==> config.mk <==
export PLATFORM = sky130hd
export DESIGN_NAME = pid_controller_deadband_core
export DESIGN_NICKNAME = d
export VERILOG_FILES = /design/src/pidd_pkg.sv /design/src/pid_controller_deadband_core.sv
export SDC_FILE = /design/constraint.sdc
export NUM_CORES = 2
export LEC_CHECK = 0
export BUFFER_PORTS_ARGS = -buffer_cell sky130_fd_sc_hd__buf_2
export CORE_ASPECT_RATIO = 1.25
export CORE_MARGIN = 4
export CORE_UTILIZATION = 40
export CTS_BUF_LIST = sky130_fd_sc_hd__clkbuf_2 sky130_fd_sc_hd__clkbuf_4 sky130_fd_sc_hd__clkbuf_8
export DETAILED_ROUTE_END_ITERATION = 10
export PLACE_DENSITY_LB_ADDON = 0.25
export SETUP_SLACK_MARGIN = 0.02
export SYNTH_ARGS = -nofsm -noshare
export SYNTH_HDL_FRONTEND = slang
export SYNTH_SLANG_ARGS = --single-unit
==> constraint.sdc <==
create_clock -name i_clk -period 7.3 [get_ports i_clk]
set_clock_uncertainty 0.2 [all_clocks]
set_input_delay 1.095 -clock i_clk [delete_from_list [all_inputs] [get_ports i_clk]]
set_output_delay 1.095 -clock i_clk [all_outputs]
set_load 0.005 [all_outputs]
==> src/pidd_pkg.sv <==
// Shared constants and types for the deadband PID controller.
// Depends on nothing; every RTL file refers to it by scoped names.
`default_nettype none

package pidd_pkg;

    // Binary point of the Q-format gains; products are shifted right by this.
    localparam int FRAC_BITS = 8;

    // Field and register widths.
    localparam int SAMPLE_W = 16;
    localparam int GAIN_W   = 16;
    localparam int OLIM_W   = 15;
    localparam int ILIM_W   = 23;
    localparam int DZ_W     = 16;
    localparam int CFG_W    = 23;
    localparam int IDX_W    = 3;

    // Internal arithmetic widths.
    localparam int ERR_W  = SAMPLE_W + 1;        // set minus actual
    localparam int DERR_W = ERR_W + 1;           // error difference
    localparam int INT_W  = 24;                  // integral accumulator
    localparam int P_W    = GAIN_W + ERR_W;      // gain_p * error
    localparam int I_W    = GAIN_W + INT_W;      // gain_i * integral
    localparam int D_W    = GAIN_W + DERR_W;     // gain_d * error difference
    localparam int SUM_W  = I_W - FRAC_BITS + 3; // sum of three shifted terms

    // Configuration register indexes.
    typedef enum logic [IDX_W-1:0] {
        CFG_GAIN_P     = 3'd0,
        CFG_GAIN_I     = 3'd1,
        CFG_GAIN_D     = 3'd2,
        CFG_OUT_LIMIT  = 3'd3,
        CFG_INT_LIMIT  = 3'd4,
        CFG_DEAD_ZONE  = 3'd5
    } t_cfg_idx;

endpackage : pidd_pkg

`default_nettype wire

==> src/pid_controller_deadband_core.sv <==
// Positional PID controller with deadband, built as a four-register stream pipeline.
// Depends on pidd_pkg for widths, the fraction size and register indexes.
// A result word passes the input register, the deadband and integral stage, the gain products
// and the sum and output clamp. Throughput: one word per cycle while m_axis_tready is high;
// the state recurrence closes in one add-and-clamp stage.
// Reset (synchronous, active low) clears gains, limits, integral, previous error, valid flags.
`default_nettype none

module pid_controller_deadband_core (
    input  wire logic                         i_clk,
    input  wire logic                         i_rst_n,
    // Configuration write port.
    input  wire logic                         i_cfg_we,
    input  wire logic [pidd_pkg::IDX_W-1:0]   i_cfg_idx,
    input  wire logic [pidd_pkg::CFG_W-1:0]   i_cfg_data,
    // Input stream.
    input  wire logic                         s_axis_tvalid,
    output      logic                         s_axis_tready,
    input  wire logic [31:0]                  s_axis_tdata,  // set_value[15:0], actual_value[31:16]
    // Result stream.
    output      logic                         m_axis_tvalid,
    input  wire logic                         m_axis_tready,
    output      logic [15:0]                  m_axis_tdata,  // drive[15:0]
    output      logic [0:0]                   m_axis_tuser   // in_deadband[0]
);

    localparam int ERR_W  = pidd_pkg::ERR_W;
    localparam int DERR_W = pidd_pkg::DERR_W;
    localparam int INT_W  = pidd_pkg::INT_W;
    localparam int FB     = pidd_pkg::FRAC_BITS;
    localparam int P_W    = pidd_pkg::P_W;
    localparam int I_W    = pidd_pkg::I_W;
    localparam int D_W    = pidd_pkg::D_W;
    localparam int PS_W   = P_W - FB;
    localparam int IS_W   = I_W - FB;
    localparam int DS_W   = D_W - FB;
    localparam int SUM_W  = pidd_pkg::SUM_W;
    localparam int ACC_W  = INT_W + 1;

    // ------------------------------------------------------------------
    // Configuration registers, read directly by the datapath. Writes must
    // come only while the pipeline is empty; this is not enforced.
    // ------------------------------------------------------------------
    logic signed [pidd_pkg::GAIN_W-1:0] r_gain_p, r_gain_i, r_gain_d;
    logic        [pidd_pkg::OLIM_W-1:0] r_out_limit;
    logic        [pidd_pkg::ILIM_W-1:0] r_int_limit;
    logic        [pidd_pkg::DZ_W-1:0]   r_dead_zone;

    always_ff @(posedge i_clk) begin
        if (!i_rst_n) begin
            r_gain_p    <= '0;
            r_gain_i    <= '0;
            r_gain_d    <= '0;
            r_out_limit <= '0;
            r_int_limit <= '0;
            r_dead_zone <= '0;
        end else if (i_cfg_we) begin
            unique case (i_cfg_idx)
                pidd_pkg::CFG_GAIN_P:    r_gain_p    <= i_cfg_data[pidd_pkg::GAIN_W-1:0];
                pidd_pkg::CFG_GAIN_I:    r_gain_i    <= i_cfg_data[pidd_pkg::GAIN_W-1:0];
                pidd_pkg::CFG_GAIN_D:    r_gain_d    <= i_cfg_data[pidd_pkg::GAIN_W-1:0];
                pidd_pkg::CFG_OUT_LIMIT: r_out_limit <= i_cfg_data[pidd_pkg::OLIM_W-1:0];
                pidd_pkg::CFG_INT_LIMIT: r_int_limit <= i_cfg_data[pidd_pkg::ILIM_W-1:0];
                pidd_pkg::CFG_DEAD_ZONE: r_dead_zone <= i_cfg_data[pidd_pkg::DZ_W-1:0];
                default: begin
                    // Indexes past the register list are ignored.
                end
            endcase
        end
    end

    // ------------------------------------------------------------------
    // Pipeline flow control. Each stage loads when it is empty or when its
    // contents move on in the same cycle. The output register doubles as
    // the skid stage toward the consumer.
    // ------------------------------------------------------------------
    logic r_a_vld, r_b_vld, r_c_vld, r_o_vld;
    logic adv_o, adv_c, adv_b, adv_a;

    assign adv_o = !r_o_vld || m_axis_tready;
    assign adv_c = !r_c_vld || adv_o;
    assign adv_b = !r_b_vld || adv_c;
    assign adv_a = !r_a_vld || adv_b;
    assign s_axis_tready = adv_a;

    always_ff @(posedge i_clk) begin
        if (!i_rst_n) begin
            r_a_vld <= 1'b0;
            r_b_vld <= 1'b0;
            r_c_vld <= 1'b0;
            r_o_vld <= 1'b0;
        end else begin
            if (adv_a) r_a_vld <= s_axis_tvalid;
            if (adv_b) r_b_vld <= r_a_vld;
            if (adv_c) r_c_vld <= r_b_vld;
            if (adv_o) r_o_vld <= r_c_vld;
        end
    end

    // ------------------------------------------------------------------
    // Stage A: input register holding the error, set minus actual.
    // ------------------------------------------------------------------
    logic signed [pidd_pkg::SAMPLE_W-1:0] set_value, actual_value;
    logic signed [ERR_W-1:0]              n_a_err;
    logic signed [ERR_W-1:0]              r_a_err;

    assign set_value    = s_axis_tdata[15:0];
    assign actual_value = s_axis_tdata[31:16];
    assign n_a_err = $signed({set_value[15], set_value})
                   - $signed({actual_value[15], actual_value});

    always_ff @(posedge i_clk) begin
        if (adv_a && s_axis_tvalid) begin
            r_a_err <= n_a_err;
        end
    end

    // ------------------------------------------------------------------
    // Stage B: deadband test and the controller state update. The state
    // changes exactly once per word, when the word leaves stage A.
    // ------------------------------------------------------------------
    logic signed [ERR_W-1:0]  r_prev_err;
    logic signed [INT_W-1:0]  r_integral;
    logic signed [DERR_W-1:0] err_ext, mag;
    logic                     in_dz;
    logic signed [ACC_W-1:0]  acc, acc_lim;
    logic signed [INT_W-1:0]  n_integral;
    logic signed [ERR_W-1:0]  n_prev_err;
    logic signed [DERR_W-1:0] n_b_derr;

    logic signed [ERR_W-1:0]  r_b_err;
    logic signed [INT_W-1:0]  r_b_int;
    logic signed [DERR_W-1:0] r_b_derr;
    logic                     r_b_dz;

    always_comb begin
        err_ext = $signed({r_a_err[ERR_W-1], r_a_err});
        mag     = r_a_err[ERR_W-1] ? -err_ext : err_ext;
        in_dz   = !(mag > $signed({{(DERR_W-pidd_pkg::DZ_W){1'b0}}, r_dead_zone}));

        // Accumulate, then clamp symmetrically to the integral limit.
        acc_lim = $signed({{(ACC_W-pidd_pkg::ILIM_W){1'b0}}, r_int_limit});
        acc     = $signed({r_integral[INT_W-1], r_integral})
                + $signed({{(ACC_W-ERR_W){r_a_err[ERR_W-1]}}, r_a_err});
        if (acc > acc_lim) begin
            acc = acc_lim;
        end
        if (acc < -acc_lim) begin
            acc = -acc_lim;
        end

        n_b_derr = err_ext - $signed({r_prev_err[ERR_W-1], r_prev_err});

        if (in_dz) begin
            n_integral = '0;
            n_prev_err = '0;
        end else begin
            n_integral = acc[INT_W-1:0];
            n_prev_err = r_a_err;
        end
    end

    always_ff @(posedge i_clk) begin
        if (!i_rst_n) begin
            r_prev_err <= '0;
            r_integral <= '0;
        end else if (adv_b && r_a_vld) begin
            r_prev_err <= n_prev_err;
            r_integral <= n_integral;
        end
    end

    always_ff @(posedge i_clk) begin
        if (adv_b && r_a_vld) begin
            r_b_err  <= r_a_err;
            r_b_int  <= n_integral;
            r_b_derr <= n_b_derr;
            r_b_dz   <= in_dz;
        end
    end

    // ------------------------------------------------------------------
    // Stage C: the three gain products. Dropping the low FRAC_BITS of an
    // exact product is the arithmetic right shift (round toward minus
    // infinity).
    // ------------------------------------------------------------------
    logic signed [P_W-1:0]  prod_p;
    logic signed [I_W-1:0]  prod_i;
    logic signed [D_W-1:0]  prod_d;
    logic signed [PS_W-1:0] r_c_p;
    logic signed [IS_W-1:0] r_c_i;
    logic signed [DS_W-1:0] r_c_d;
    logic                   r_c_dz;

    assign prod_p = P_W'(r_gain_p) * P_W'(r_b_err);
    assign prod_i = I_W'(r_gain_i) * I_W'(r_b_int);
    assign prod_d = D_W'(r_gain_d) * D_W'(r_b_derr);

    always_ff @(posedge i_clk) begin
        if (adv_c && r_b_vld) begin
            r_c_p  <= prod_p[P_W-1:FB];
            r_c_i  <= prod_i[I_W-1:FB];
            r_c_d  <= prod_d[D_W-1:FB];
            r_c_dz <= r_b_dz;
        end
    end

    // ------------------------------------------------------------------
    // Output stage: sum of the terms, symmetric output clamp, and zero
    // drive inside the deadband.
    // ------------------------------------------------------------------
    logic signed [SUM_W-1:0] sum, out_lim;
    logic signed [15:0]      n_o_drive;
    logic signed [15:0]      r_o_drive;
    logic                    r_o_dz;

    always_comb begin
        out_lim = $signed({{(SUM_W-pidd_pkg::OLIM_W){1'b0}}, r_out_limit});
        sum = $signed({{(SUM_W-PS_W){r_c_p[PS_W-1]}}, r_c_p})
            + $signed({{(SUM_W-IS_W){r_c_i[IS_W-1]}}, r_c_i})
            + $signed({{(SUM_W-DS_W){r_c_d[DS_W-1]}}, r_c_d});
        if (sum > out_lim) begin
            sum = out_lim;
        end
        if (sum < -out_lim) begin
            sum = -out_lim;
        end
        n_o_drive = r_c_dz ? 16'sd0 : sum[15:0];
    end

    always_ff @(posedge i_clk) begin
        if (adv_o && r_c_vld) begin
            r_o_drive <= n_o_drive;
            r_o_dz    <= r_c_dz;
        end
    end

    assign m_axis_tvalid   = r_o_vld;
    assign m_axis_tdata    = r_o_drive;
    assign m_axis_tuser[0] = r_o_dz;

    // ------------------------------------------------------------------
    // Assertions
    // ------------------------------------------------------------------
    // A word inside the deadband always leaves with zero drive.
    a_dz_zero_drive: assert property (@(posedge i_clk) disable iff (!i_rst_n)
        m_axis_tvalid && m_axis_tuser[0] |-> m_axis_tdata == 16'd0)
        else $error("deadband result with nonzero drive");

    // Drive never leaves the configured output window.
    a_drive_clamped: assert property (@(posedge i_clk) disable iff (!i_rst_n)
        m_axis_tvalid |-> ($signed(m_axis_tdata) <= $signed({1'b0, r_out_limit}))
                       && ($signed(m_axis_tdata) >= -$signed({1'b0, r_out_limit})))
        else $error("drive outside output limit");

    // A deadband word clears the controller state as it passes stage B.
    a_dz_clears_state: assert property (@(posedge i_clk) disable iff (!i_rst_n)
        adv_b && r_a_vld && in_dz |=> r_integral == '0 && r_prev_err == '0)
        else $error("deadband did not clear integral or previous error");

    // A result only appears when stage C held a word.
    a_out_from_c: assert property (@(posedge i_clk) disable iff (!i_rst_n)
        $rose(m_axis_tvalid) |-> $past(r_c_vld))
        else $error("result word without a source");

endmodule : pid_controller_deadband_core

`default_nettype wire
## After elaboration in Yosys (flattened, before gate mapping)

Index checks and enable logic that the tools add are counted.

- Flip-flop bits (word level): 325
- Logic and storage cells: 71

- Add/sub/neg operators: 8
- $mul: 3
- Magnitude comparators: 5
- Eq/ne operators: 5
- Mux-type cells: 7
- Reduce and logical (&&, ||, !) cells: 20

Operators by type and width:

| operator | number |
|---|---|
| $mux 24 | 2 |
| $mul 16x24->40 | 1 |
| $lt 35x35->1 | 1 |
| $mux 35 | 1 |
| $neg 15->35 | 1 |
| $add 33x26->34 | 1 |
| $gt 34x16->1 | 1 |
| $mul 16x18->34 | 1 |
| $add 25x32->33 | 1 |
| $mul 16x17->33 | 1 |
| $add 24x17->25 | 1 |
| $gt 25x24->1 | 1 |
| $lt 25x25->1 | 1 |
| $mux 25 | 1 |
| $neg 23->25 | 1 |
| $gt 18x17->1 | 1 |
| $mux 18 | 1 |
| $neg 17->18 | 1 |
| $sub 17x17->18 | 1 |
| $mux 17 | 1 |
| $sub 16x16->17 | 1 |
| $mux 16 | 1 |
| $reduce_and 2->1 | 6 |
| $eq 3x2->1 const B | 2 |
| other kinds (6) | 17 |

## Depth between registers and ports, before layout

- Depth in word-level cells: 6
- Mapped depth: 37
- Gate-level depth less buffers: 35

## Least setup slack after synthesis

Ideal clock, no wire load.

- Path kind: reg2reg
- Start: reg r_a_err[0]
- End: reg r_b_int[6], data pin
- Library setup time: 0.266 ns
- Arrival time: 7.311 ns
- Data required time: 6.834 ns
- Path slack: -0.477 ns
- Stages on the path, launching flop included: 34
- Clock period less this slack: 7.777 ns
- Cells stage by stage: edfxtp_1 -> ha_1 -> inv_1 -> fa_1 -> nor2b_1 -> o21ai_0 -> a21boi_0 -> o221a_2 -> o21a_1 -> a221oi_1 -> o311ai_0 -> ha_1 -> a21o_1 -> a21o_1 -> a21oi_1 -> o21ai_0 -> a211oi_1 -> o22ai_1 -> nand2_1 -> buf_2 -> clkbuf_1 -> clkbuf_1 -> o21ai_0 -> ha_1 -> nand4_1 -> or4_1 -> or4_1 -> nand4_1 -> xnor2_1 -> a311oi_4 -> nor2_1 -> a31o_2 -> a21oi_1 -> nor2_1

- Cells in the longest elaborated chain, start to end: 6
- Elaborated cells on any way between the ends: 9
- Classes of those cells: add/sub: 2; order compare: 3; mux: 4

Ends and longest elaborated chain:

| element | line | text |
|---|---|---|
| start, declared | pid_controller_deadband_core.sv:105 | `logic signed [ERR_W-1:0] r_a_err;` |
| start signal, assigned | pid_controller_deadband_core.sv:114 | `r_a_err <= n_a_err;` |
| $add 24x17->25 | pid_controller_deadband_core.sv:144 | `+ $signed({{(ACC_W-ERR_W){r_a_err[ERR_W-1]}}, r_a_err});` |
| $gt 25x24->1 | pid_controller_deadband_core.sv:145 | `if (acc > acc_lim) begin` |
| $mux 25 | pid_controller_deadband_core.sv:145 |  |
| $lt 25x25->1 | pid_controller_deadband_core.sv:148 | `if (acc < -acc_lim) begin` |
| $mux 24 | pid_controller_deadband_core.sv:148 |  |
| $mux 24 (*) | pid_controller_deadband_core.sv:154 | `if (in_dz) begin` |
| net n_integral[6] | pid_controller_deadband_core.sv:127 | `logic signed [INT_W-1:0] n_integral;` |
| end signal, assigned | pid_controller_deadband_core.sv:176 | `r_b_int <= n_integral;` |
| end, declared | pid_controller_deadband_core.sv:132 | `logic signed [INT_W-1:0] r_b_int;` |

Mark *: on every way through the listed nets, which the timed path passes. The rest lies on a longest branch.
A chain may end at the register's enable or synchronous reset.

## Worst setup path after layout

- Start: reg r_a_err[0]
- End: reg r_b_int[1], data pin

The elaborated chain is that of the path after synthesis.

==> out/metrics.cfg <==
[grt]
grt_pass1_vias = 44273
antenna_found_initial = 10
grt_max_degree = 77
grt_overflow = 0
grt_pass1_wl_um = 247000
grt_usage = 0.2259

[setup_path]
r2r_start = r_a_err[0]
cp.required_ns = 7.61
critPathMaxStageDelay_ns = 0.56
rrSetupSlack_ns = -0.05
worstPathMaxFanout = 7
cp_data_arrival_time_ns = 7.66
reg2reg_depth = 33
end_kind = register
rr_endpoint = r_b_int[1]
crit_type = reg -> reg
start_kind = register
crit_slowest_cell = or4_4

[route]
dr.pass1.iters = 7
drtIter0Drc = 2412
drc = 0
routed_wl_um = 157000
wl_per_cell_um = 19.38
vias_per_cell = 5.133
ant_nets = 0
route.vias.total = 41581

[logic_synthesis]
synthArstFlopShare = 0
syn_area_per_cell_um2 = 9.185
synth_cells = 5912
ys_seq_area_frac = 0.1526
ys_types = 89
synth_top_area_frac = 0.3587
synth_area_leaders = fa_1 (36%), ha_1 (11%), edfxtp_1 (9.8%)
synthesis.area_um2 = 54300
yosys_warnings = 0
synth-seq-cells = 325
synth_largest_area_cell = fa_1
synth_fp_nets = 7412
synth_edf_count = 178
synth_flop_cell = edfxtp_1

[power]
power_w = 0.01306
powerDensity_nw_per_um2 = 209.3
leakagePower_nw = 27.04
vdd_drop_max_uv = 277.5

[place]
port_buffers = 81
hpwl_um = 129000
dp_slack_ns = -0.3482
placedCellCount = 7882
place_congestion = 0.9013

[min_path]
min_from = r_dead_zone[6]
hold_end = r_dead_zone[6]
hold_class = reg -> reg
hold_depth = 2

[sta]
tightest_slew_ns = 1.260
relSlewSlack = 0.1567
finalMaxSlewViolations = 0
setup_slack_ns = -0.05365
fin_setup_tns_ns = -0.1240
finalSetupViolCount = 6
hold_viol_final = 0
period_minus_slack_ns = 7.354
max_freq_mhz = 136.0
period_share = 1.007
rsz0062_at_grt = true

[status]
violations = setup timing
status = finished with violations

[clocking]
cts-root-buf = clkbuf_8
clk_pin_slew_ns = 0.07
numCtsBuffers = 59
cts_tree = done
clock-sinks = 325
cts_buffer_depth = 3
htree_levels = 2
clock_latency_ns = 0.78

[floorplanning]
die_y_um = 419.9
io-pin-count = 82
core_um2 = 134400
die_w_um = 337.5
rows = 150
start_util = 0.4041
dieArea_um2 = 141700

[finish]
final_util = 0.4644
layout.nets = 7795
layout-drive-gt1-share = 0.1398
syn_to_final_growth_pct = 14.93
fillers = 12899
final_cell_count_no_fill = 8101

[flow_run]
cap_violations = 0

-- registers in the layout, summed over array words and instances (netlist names), 17 cells and up --
name	flops
r_a_err	17
r_int_limit	23
r_b_derr	18
r_c_i	32
r_prev_err	17
r_c_d	26
r_b_int	24
r_b_err	17
r_c_p	25
r_integral	24
-- worst max-delay path by stage --
stage | start | endpoint | slack [ns] | depth (start not counted)
finish | r_a_err[0] | r_b_int[1] | -0.05 | 33
global placement | r_a_err[0] | r_integral[21] | -0.31 | 33
floorplan | r_c_i[1] | m_axis_tdata[9] | 0.03 | 35
global route | r_c_p[1] | m_axis_tdata[9] | -0.32 | 36
detailed placement | r_a_err[0] | r_integral[21] | -0.35 | 32
CTS | r_a_err[0] | r_integral[16] | 0.02 | 35
-- report_power, final --
part | switching [W] | total (W) | internal [W]
sequential | 0.000275 | 0.00254 | 0.00227
clock | 0.000927 | 0.00193 | 0.00100
combinational | 0.00456 | 0.00859 | 0.00403
total | 0.00576 | 0.0131 | 0.00730
-- routing by layer --
layer | wire, um | track usage
met5 | 14 | 0
met4 | 6983 | 0.08093
met3 | 7379 | 0.02809
met2 | 78860 | 0.4011
met1 | 63750 | 0.2820
-- layout make-up --
type,count,area (um2),area share
Antenna cell,7,17.52,0.0002807
Clock inverter,41,362.8,0.005814
Multi-Input combinational cell,4197,41840,0.6704
Sequential cell,325,8302,0.1330
Inverter,1155,4335,0.06947
Timing Repair Buffer,557,4444,0.07121
Clock buffer,71,920.9,0.01476
Tap cell,1748,2187,0.03505
-- per-stage QoR --
| stage | instance area, um2 | hold slack (ns) |
|---|---|---|
| after floorplan | 54370 | 0.2003 |
| after global placement | 59060 | 0.2510 |
| after detailed placement | 59060 | 0.2585 |
| after CTS | 60900 | 0.2669 |
| after global routing | 62390 | 0.2873 |
| final | 62410 | 0.2632 |
-- critical path, delay by kind of cell (launching register included) --
kind            cells  cell delay [ns]
fa+ha+maj           4             1.14
buf+inv             6             0.79
compound gates     13             2.29
simple gates        7             1.60
flops               1             0.38
mux                 2             0.56
xor+xnor            1             0.10
-- placed cells by master (no fill, tap or decap), types with 88 or more instances in the layout --
cell and count:
buf_4 416, a21boi_0 128, ha_1 447, a21o_1 88, a21oi_1 121, nor2_1 183
edfxtp_1 178, inv_1 1142, o21ai_0 91, fa_1 969, and2_1 360, dfxtp_1 136
nand2_1 891, xnor2_1 157
-- synthesized netlist by cell type (12+ instances only) --
library cell,number
and3_1,28
o211ai_1,15
nor3_1,45
nand4_1,44
nor2b_1,31
a21boi_0,129
a31oi_1,15
nand2_1,909
a211oi_1,12
o21a_1,37
dfxtp_1,147
nand2b_1,74
o21ai_0,134
o21bai_1,14
or4_1,15
inv_1,1152
edfxtp_1,178
fa_1,973
xor2_1,45
nor2_1,188
a21oi_1,138
ha_1,464
a21o_1,88
o31ai_1,19
xnor2_1,163
nand3_1,67
and2_1,364
clkbuf_1,220
-- what timing repair did --
item | in CTS | in global routing
setup endpoints to repair | 63 | 77
gates cloned | 3 | 3
hold endpoints to repair | 0 | 0
setup buffers | 33 | 65
gates resized for setup | 63 | 234
hold buffers | 0 | 0
pin swaps | 53 | 109
-- cell families after synthesis --
logic type               share of synthesized area
multiplexers                              0.003710
flip-flops                                  0.1526
AO/OA/AOI/OAI                              0.09030
buffers and inverters                      0.09666
adder cells (fa/ha/maj)                     0.4656
XOR/XNOR                                   0.03385
AND/OR/NAND/NOR                             0.1572
Power figures use the tool's default switching activity.
